[src/mmq_pkg.sv]
// Package: shared types, sizes and codes for the message match queue.
package mmq_pkg;

    localparam int DEPTH = 16;
    localparam int IDX_W = $clog2(DEPTH);
    localparam int CNT_W = $clog2(DEPTH + 1);
    localparam int FIFO_DEPTH = 2;

    localparam logic [1:0] OP_INSERT     = 2'd0;
    localparam logic [1:0] OP_TAKE_CALL  = 2'd1;
    localparam logic [1:0] OP_TAKE_REPLY = 2'd2;
    localparam logic [1:0] OP_TAKE_LAST  = 2'd3;

    localparam logic [1:0] STAT_OK   = 2'd0;
    localparam logic [1:0] STAT_MISS = 2'd1;
    localparam logic [1:0] STAT_OVFL = 2'd2;

    typedef struct packed {
        logic [1:0]  opcode;
        logic        call_valid;
        logic        call_is_answer;
        logic [31:0] call_method;
        logic [31:0] call_id;
        logic [31:0] search_key;
    } mmq_req_t;

    typedef struct packed {
        logic [1:0]  status;
        logic        out_valid;
        logic        out_is_answer;
        logic [31:0] out_method;
        logic [31:0] out_id;
        logic        takeover_seen;
        logic [4:0]  fill_level;
    } mmq_rsp_t;

    typedef struct packed {
        logic        valid;
        logic        answer;
        logic [31:0] method;
        logic [31:0] id;
    } mmq_slot_t;

    typedef enum logic [0:0] {
        ST_IDLE,
        ST_WALK
    } mmq_state_t;

endpackage

[src/mmq_front.sv]
// Front end: accepts transactions and queues them for the execution engine.
module mmq_front (
    input  logic             clk,
    input  logic             rst_n,
    input  logic             start,
    output logic             busy,
    input  mmq_pkg::mmq_req_t req,
    output logic             cmd_valid,
    input  logic             cmd_pop,
    output mmq_pkg::mmq_req_t cmd
);
    import mmq_pkg::*;

    localparam int PTR_W = $clog2(FIFO_DEPTH);
    localparam int FCNT_W = $clog2(FIFO_DEPTH + 1);

    mmq_req_t            buf_reg [FIFO_DEPTH];
    logic [PTR_W-1:0]    wr_ptr_reg, wr_ptr_next;
    logic [PTR_W-1:0]    rd_ptr_reg, rd_ptr_next;
    logic [FCNT_W-1:0]   count_reg, count_next;
    logic                push, pop;

    assign busy      = (count_reg == FCNT_W'(FIFO_DEPTH));
    assign push      = start && !busy;
    assign cmd_valid = (count_reg != '0);
    assign pop       = cmd_pop && cmd_valid;
    assign cmd       = buf_reg[rd_ptr_reg];

    always_comb
    begin
        wr_ptr_next = push ? PTR_W'(wr_ptr_reg + 1'b1) : wr_ptr_reg;
        rd_ptr_next = pop  ? PTR_W'(rd_ptr_reg + 1'b1) : rd_ptr_reg;
        count_next  = count_reg;
        if (push && !pop)
        begin
            count_next = FCNT_W'(count_reg + 1'b1);
        end
        else if (pop && !push)
        begin
            count_next = FCNT_W'(count_reg - 1'b1);
        end
    end

    always_ff @(posedge clk or negedge rst_n)
    begin
        if (!rst_n)
        begin
            wr_ptr_reg <= '0;
            rd_ptr_reg <= '0;
            count_reg  <= '0;
        end
        else
        begin
            wr_ptr_reg <= wr_ptr_next;
            rd_ptr_reg <= rd_ptr_next;
            count_reg  <= count_next;
        end
    end

    always_ff @(posedge clk)
    begin
        if (push)
        begin
            buf_reg[wr_ptr_reg] <= req;
        end
    end

endmodule

[src/mmq_back.sv]
// Back end: entry storage, head-to-tail search walk with compaction.
module mmq_back (
    input  logic              clk,
    input  logic              rst_n,
    input  logic              cmd_valid,
    output logic              cmd_pop,
    input  mmq_pkg::mmq_req_t cmd,
    output logic              done,
    output mmq_pkg::mmq_rsp_t rsp
);
    import mmq_pkg::*;

    mmq_slot_t          slot_reg [DEPTH];
    logic [CNT_W-1:0]   total_reg, total_next;
    logic [CNT_W-1:0]   pt_reg, pt_next;
    mmq_state_t         state_reg, state_next;
    logic               by_reply_reg, by_reply_next;
    logic [31:0]        key_reg, key_next;
    logic               takeover_reg, takeover_next;
    logic               done_reg, done_next;
    mmq_rsp_t           rsp_reg, rsp_next;

    logic               ins_we;
    mmq_slot_t          ins_slot;
    logic               drop;
    mmq_slot_t          cur;
    mmq_slot_t          last;
    logic               hit;

    assign cur  = slot_reg[pt_reg[IDX_W-1:0]];
    assign last = slot_reg[IDX_W'(total_reg - 1'b1)];

    // reply: key 0 takes anything; call: non-answer only
    assign hit = by_reply_reg
               ? ((key_reg == '0) || (cur.answer && (cur.id == key_reg)))
               : (!cur.answer && ((key_reg == '0) || (cur.method == key_reg)));

    assign ins_slot = '{valid: cmd.call_valid, answer: cmd.call_is_answer,
                        method: cmd.call_method, id: cmd.call_id};

    always_comb
    begin
        state_next    = state_reg;
        total_next    = total_reg;
        pt_next       = pt_reg;
        by_reply_next = by_reply_reg;
        key_next      = key_reg;
        takeover_next = takeover_reg;
        done_next     = 1'b0;
        rsp_next      = rsp_reg;
        cmd_pop       = 1'b0;
        ins_we        = 1'b0;
        drop          = 1'b0;
        case (state_reg)
            ST_IDLE:
            begin
                if (cmd_valid)
                begin
                    cmd_pop  = 1'b1;
                    rsp_next = '0;
                    rsp_next.status = STAT_MISS;
                    case (cmd.opcode)
                        OP_INSERT:
                        begin
                            done_next = 1'b1;
                            if (total_reg >= CNT_W'(DEPTH))
                            begin
                                rsp_next.status = STAT_OVFL;
                                rsp_next.fill_level = 5'(total_reg);
                            end
                            else
                            begin
                                ins_we = 1'b1;
                                total_next = CNT_W'(total_reg + 1'b1);
                                rsp_next.status = STAT_OK;
                                rsp_next.fill_level = 5'(total_next);
                            end
                        end
                        OP_TAKE_LAST:
                        begin
                            done_next = 1'b1;
                            if (total_reg != '0)
                            begin
                                total_next = CNT_W'(total_reg - 1'b1);
                                rsp_next.status        = STAT_OK;
                                rsp_next.out_valid     = last.valid;
                                rsp_next.out_is_answer = last.answer;
                                rsp_next.out_method    = last.method;
                                rsp_next.out_id        = last.id;
                            end
                            rsp_next.fill_level = 5'(total_next);
                        end
                        default:
                        begin
                            state_next    = ST_WALK;
                            pt_next       = '0;
                            by_reply_next = (cmd.opcode == OP_TAKE_REPLY);
                            key_next      = cmd.search_key;
                            takeover_next = 1'b0;
                        end
                    endcase
                end
            end
            ST_WALK:
            begin
                rsp_next = '0;
                if (pt_reg >= total_reg)
                begin
                    done_next  = 1'b1;
                    state_next = ST_IDLE;
                    rsp_next.status        = STAT_MISS;
                    rsp_next.takeover_seen = takeover_reg;
                    rsp_next.fill_level    = 5'(total_reg);
                end
                else if (hit)
                begin
                    drop       = 1'b1;
                    total_next = CNT_W'(total_reg - 1'b1);
                    done_next  = 1'b1;
                    state_next = ST_IDLE;
                    rsp_next.status        = STAT_OK;
                    rsp_next.out_valid     = cur.valid;
                    rsp_next.out_is_answer = cur.answer;
                    rsp_next.out_method    = cur.method;
                    rsp_next.out_id        = cur.id;
                    rsp_next.takeover_seen = takeover_reg;
                    rsp_next.fill_level    = 5'(total_next);
                end
                else if (!cur.valid)
                begin
                    drop          = 1'b1;
                    total_next    = CNT_W'(total_reg - 1'b1);
                    takeover_next = 1'b1;
                    rsp_next      = rsp_reg;
                end
                else
                begin
                    pt_next  = CNT_W'(pt_reg + 1'b1);
                    rsp_next = rsp_reg;
                end
            end
            default:
            begin
                state_next = ST_IDLE;
            end
        endcase
    end

    always_ff @(posedge clk or negedge rst_n)
    begin
        if (!rst_n)
        begin
            state_reg    <= ST_IDLE;
            total_reg    <= '0;
            pt_reg       <= '0;
            takeover_reg <= 1'b0;
            done_reg     <= 1'b0;
            by_reply_reg <= 1'b0;
        end
        else
        begin
            state_reg    <= state_next;
            total_reg    <= total_next;
            pt_reg       <= pt_next;
            takeover_reg <= takeover_next;
            done_reg     <= done_next;
            by_reply_reg <= by_reply_next;
        end
    end

    always_ff @(posedge clk)
    begin
        key_reg <= key_next;
        rsp_reg <= rsp_next;
    end

    // removal shifts every entry above the walk pointer down by one
    always_ff @(posedge clk)
    begin
        for (int k = 0; k < DEPTH; k++)
        begin
            if (drop && (CNT_W'(k) >= pt_reg) && (k < DEPTH - 1))
            begin
                slot_reg[k] <= slot_reg[(k < DEPTH - 1) ? k + 1 : k];
            end
            else if (ins_we && (CNT_W'(k) == total_reg))
            begin
                slot_reg[k] <= ins_slot;
            end
        end
    end

    assign done = done_reg;
    assign rsp  = rsp_reg;

endmodule

[src/message_match_queue.sv]
// Top level: message match queue, front queue plus execution back end.
//
//  channel   | handshake          | payload
//  ----------+--------------------+---------------------------------
//  request   | start / busy       | req  (mmq_req_t)
//  result    | done (one cycle)   | rsp  (mmq_rsp_t)
//
//  A transaction is taken on a clock edge with start high and busy low and
//  lands in a two-entry command queue; busy is high only while it is full.
//  With the back end idle, an insert or take-last is popped from the command
//  queue and its result is registered. A search walks the entries from the
//  head, dropping invalid ones, until a hit or the end of the fill level;
//  queued transactions wait behind it.
//  Reset (rst_n low, async) empties the queue and the command buffer.
//  done is a one-cycle strobe; the receiver cannot stall it.
module message_match_queue (
    input  logic              clk,
    input  logic              rst_n,
    input  logic              start,
    output logic              busy,
    input  mmq_pkg::mmq_req_t req,
    output logic              done,
    output mmq_pkg::mmq_rsp_t rsp
);
    import mmq_pkg::*;

    logic     cmd_valid;
    logic     cmd_pop;
    mmq_req_t cmd;

    // front: classifies nothing yet, just buffers transactions
    mmq_front u_front (
        .clk       (clk),
        .rst_n     (rst_n),
        .start     (start),
        .busy      (busy),
        .req       (req),
        .cmd_valid (cmd_valid),
        .cmd_pop   (cmd_pop),
        .cmd       (cmd)
    );

    // back: storage, walk, compaction, result register
    mmq_back u_back (
        .clk       (clk),
        .rst_n     (rst_n),
        .cmd_valid (cmd_valid),
        .cmd_pop   (cmd_pop),
        .cmd       (cmd),
        .done      (done),
        .rsp       (rsp)
    );

endmodule

[config.mk]
export PLATFORM = sky130hd
export DESIGN_NAME = message_match_queue
export DESIGN_NICKNAME = d
export VERILOG_FILES = /design/src/mmq_pkg.sv /design/src/mmq_front.sv /design/src/mmq_back.sv /design/src/message_match_queue.sv
export SDC_FILE = /design/constraint.sdc
export NUM_CORES = 2
export LEC_CHECK = 0
export BUFFER_PORTS_ARGS = -buffer_cell sky130_fd_sc_hd__buf_2
export CELL_PAD_IN_SITES_DETAIL_PLACEMENT = 1
export CELL_PAD_IN_SITES_GLOBAL_PLACEMENT = 2
export CORE_AREA = 2 2 431 433
export DETAILED_ROUTE_END_ITERATION = 7
export DIE_AREA = 0 0 433 435
export PLACE_DENSITY = 0.76
export SYNTH_ARGS = -nofsm -noshare
export SYNTH_HDL_FRONTEND = slang
export SYNTH_SLANG_ARGS = --single-unit
[constraint.sdc]
create_clock -name clk -period 9.8 [get_ports clk]
set_input_delay 0.49 -clock clk [delete_from_list [all_inputs] [get_ports clk]]
set_output_delay 0.49 -clock clk [all_outputs]
set_load 0.01 [all_outputs]
======== Word-level counts from Yosys, hierarchy flattened ========
Memory sizes are Yosys's and may differ from the RTL's.
Index checks and enable logic that the tools add are counted.
word-level totals
  register bits ........................... 124
  RAM bits ................................ 1256
  input bits .............................. 103
  output and inout bits ................... 76
  word-level logic and storage cells ...... 296
  memories ................................ 2
memory list
  memory           depth  bits a word  rd ports  clocked after Yosys merged registers in  write ports  RTL line         source
  u_back.slot_reg  16     66           17        0                                        15           mmq_back.sv:13   mmq_slot_t slot_reg [DEPTH];
  u_front.buf_reg  2      100          1         0                                        1            mmq_front.sv:17  mmq_req_t buf_reg [FIFO_DEPTH];
operators by class
  $add $sub $neg .......................... 7
  order comparisons ....................... 17
  eq/ne operators ......................... 29
  multiplexer cells ....................... 151
  bitwise logic cells ..................... 17
  reductions and logical operators ........ 56
operator list
  operator             number
  $mux 66              18
  $mux 74              2
  $pmux 74 s2          1
  $mux 1               104
  $mux 67              1
  $reduce_or 66->1     1
  $eq 32x32->1         2
  $mux 5               11
  $eq 4x5->1 const A   8
  $pmux 5 s2           4
  $logic_and 1x1->1    37
  $ge 4x5->1 const A   7
  $logic_not 32->1     1
  $eq 3x5->1 const A   4
  $ge 3x5->1 const A   4
  $or 1x1->1           15
  $ne 2x2->1 const B   6
  $add 5x1->5 const B  2
  $eq 2x5->1 const A   2
  $ge 1x5->1 const A   2
  $ge 2x5->1 const A   2
  $reduce_and 5->1     2
  $ne 3x3->1 const B   3
  $mux 2               4
  23 further kinds     34

======== Logic depth before layout (Yosys ltp) ========
An unclocked memory read counts as a cell.
  depth after elaboration ................. 13
  depth in mapped cells ................... 19
  mapped depth without buffers ............ 12

======== Hierarchy ========
Synthesis repeated with hierarchy kept, for this count alone.
unflattened totals
  cells, all modules ...................... 4897
  area, all modules ....................... 76304.4 µm²
by module, submodules not included
  module     times used  cells each  area an instance (µm²)  seq. area each (µm²)
  mmq_back   1           4567        68440.6                 35243.8
  mmq_front  1           330         7863.8                  6105.9

======== Worst setup path after synthesis ========
Ideal clock, no wire load.
  path type ............................... register -> register
  start point ............................. register u_back.pt_reg[0]
  end point ............................... memory u_back.slot_reg[11][0] (netlist name), enable pin
  setup time .............................. 0.588 ns
  data arrival time ....................... 8.874 ns
  data required time ...................... 9.212 ns
  setup slack ............................. 0.338 ns
  stages on the path, launching flop included .. 18
  buffers on the path ..................... 7
  clock period less this slack ............ 9.462 ns
  cell sequence ........................... dfrtp_1 -> buf_4 -> buf_4 -> inv_2 -> buf_2 -> buf_2 -> clkbuf_1 -> clkbuf_1 -> ha_1 -> nand2b_1 -> a21o_1 -> a21o_1 -> a21o_1 -> a21oi_1 -> and2_1 -> clkbuf_1 -> nand2b_1 -> o31ai_1
RTL lines
  element                   RTL line         source
  start: declaration        mmq_back.sv:15   logic [CNT_W-1:0] pt_reg, pt_next;
  start signal: assignment  mmq_back.sv:164  pt_reg <= pt_next;
  end: declaration          mmq_back.sv:13

==> metrics.cfg <==
[pwr]
p_leak_uw=0.0306
vdd_drop_max_v=0.000389
power.density_nw_per_um2=427

[timing]
holdWs_ns=0.0756
fin_setup_tns_ns=0
fin_crit_ns=7.28
worst_slack_ns=2.52
rsz0062_at_grt=no
fmax_ghz=0.137
worst_pin_slew_ns=1.48
finalCritPeriodShare=0.743
finalSetupViolCount=0
slew_violations=0
clock_skew_ns=0.0373
hold_viol_final=0
maxSlewHeadroom=0.00936

[yosys]
synth_edf_count=1362
async_reset_ff_frac=0.0130
ys_top_cells_by_area=edfxtp_1 (56%), mux4_2 (14%), o21ai_0 (7.3%)
synth_top_area_share=0.559
synth_commonest_cells=nand2_1 (1388), edfxtp_1 (1362), o21ai_0 (1068)
syn_inst=5975
ys_ff_latch=1380
synth_most_common_cell=nand2_1
yosysSeqAreaShare=0.566
syn-cell-area_um2=73100
synth_area_leader_cell=edfxtp_1
synth_cell_types=69
synth.avg_cell_area_um2=12.2
ys.warnings.count=0
syn-num-nets=6096
synth_flop_cell=edfxtp_1

[setup_path]
worstPathRequired_ns=10.27
critPathKind=reg2reg
critPathCaptureType=register
crit_fanout=38
r2r-end=u_back.slot_reg[11][51]
start_kind=register
rrSetupSlack_ns=2.52
arrival_ns=7.75
timing.rr.start=u_back.pt_reg[0]
worstRegToRegCells=14

[die]
core_area_um2=184000
die_area_um2=188000
die_w_um=433
io_pins=179
initial_core_util=0.397
die_y_um=435
rows=158

[clock_network]
cts.path.max_buffers=3
htree_levels=4
cts_tree=yes
clkTransAtPathRegs_ns=0.06
insertion_delay_ns=0.83
clkSinkCount=1380
numCtsBuffers=162
root_buffer=clkbuf_16
cts-hold-fix-buffers=101
ctsResizeCount=0
cts_setup_buffers=0

[run_status]
status=finished, violations left
violations=capacitance limit

[placement]
gp_congestion=0.891
place_hpwl_um=175000
portBuffers=178
place_area_um2=76700
dp_slack_ns=2.84

[global_routing]
grt_pass1_wl_um=411000
grt_max_degree=102
grt_usage=0.303
grt-ovfl-total=0
grt_pass1_vias=54800
antenna_found_initial=7

[job]
maxCapViolCount=1

[layout]
largest_register_ffs=1056
drive_above_1_share=0.185
finalCoreUtilization=0.452
multiInputGateArea_um2=29600
final_cell_area_um2=83100
seq_area_um2=41400
syn2layout_area_growth_pct=13.7
n_antenna_cell=0
nets=6178
fill_cells=19000

[drt]
drc=0
first_pass_iters=7
drt-initial-drc-count=6860
wl_per_cell_um=33.2
routed_wirelength_um=288000
avgViaCountPerCell=6.33
vias=54900
antenna_left=0

[worst_hold_path]
hold_path_class=in2reg
whs_path_depth=3
hp-start=start
hold_path_end=u_front.wr_ptr_reg

[where the power goes]
group	switching (uW)	leakage [uW]	internal, uW
sequential	1990	0.0128	10200
clock	2600	0.00260	3650
combinational	11200	0.0151	5920
total	15800	0.0306	19700
[layout by cell type (no fill, tap or decap), types with 7 or more instances in the layout]
cell type,instances
a21o_1,7
a21oi_1,44
a22oi_1,63
a31oi_1,17
a32o_1,23
and2_1,10
and3_1,11
buf_12,13
buf_2,178
buf_4,162
bufinv_16,18
clkbuf_1,38
clkbuf_16,168
clkinv_1,36
clkinv_2,21
dfrtp_1,12
dlygate4sd3_1,101
edfxtp_1,1362
ha_1,17
inv_1,87
mux2_2,51
mux2i_1,314
mux2i_2,8
mux4_2,446
nand2_1,1373
nand2_4,14
nand2b_1,10
nand3_1,54
nand4_1,12
nor2_1,98
nor3_1,19
nor4_1,17
o21ai_0,1068
o21ai_4,9
o22ai_1,61
xnor2_1,71
xor2_1,39
[through the flow]
step	instances	total power, uW
6_report	8671	35500
5_1_grt	8671	36900
4_1_cts	8670	35300
3_5_place_dp	8271	29000
3_3_place_gp	8271	28600
2_1_floorplan	5975	21800
[worst max-delay path by stage]
stage	from	end	slack, ns	cells past startpoint
6_report	u_back.pt_reg[0]	u_back.slot_reg[11][51]	2.52	14
5_1_grt	u_back.pt_reg[0]	u_back.slot_reg[2][49]	2.54	15
2_1_floorplan	u_back.pt_reg[0]	u_back.slot_reg[11][0]	0.34	17
4_1_cts	u_back.pt_reg[0]	u_back.slot_reg[12][51]	2.79	14
3_3_place_gp	u_back.pt_reg[1]	u_back.slot_reg[11][26]	2.78	14
3_5_place_dp	u_back.pt_reg[1]	u_back.slot_reg[11][27]	2.84	14
[logic make-up (layout without fill, tap and decap cells)]
group | after synthesis | count (layout) | share of synthesized area
compound gates | 1367 | 1367 | 0.103
simple gates | 1646 | 1646 | 0.0889
xor+xnor | 113 | 113 | 0.0135
mux | 824 | 824 | 0.190
flops | 1380 | 1380 | 0.566
fa+ha+maj | 18 | 18 | 0.00308
buf+inv | 627 | 843 | 0.0360
[critical path, cell delays in order (launching register included)]
cell	delay [ns]
dfrtp_4	0.71
buf_4	0.45
nor2b_1	1.22
a222oi_1	0.46
and3_1	0.31
a2111oi_0	0.42
a31oi_1	0.18
nor4_1	0.29
a41oi_1	0.31
o21a_1	0.27
buf_4	0.22
and2_1	0.18
buf_4	0.26
o31ai_4	1.05
buf_4	0.52
[area by class of cell]
type	instances	area share
Inverter	91	0.00417
Tap cell	2480	0.0373
Sequential cell	1380	0.498
Multi-Input combinational cell	3968	0.356
Clock inverter	88	0.0114
Clock buffer	210	0.0530
Timing Repair Buffer	454	0.0407
[layer usage]
layer / track usage / vias up / wire length, um / share of wire
li1: - / 22600 / - / -
met4: 0.125 / 4 / 13000 / 0.045
met3: 0.0611 / 581 / 27800 / 0.096
met5: 0 / - / 27 / 0.000094
met1: 0.424 / 28700 / 118000 / 0.41
met2: 0.460 / 2999 / 129000 / 0.45
(Power assumes the default switching activity.)
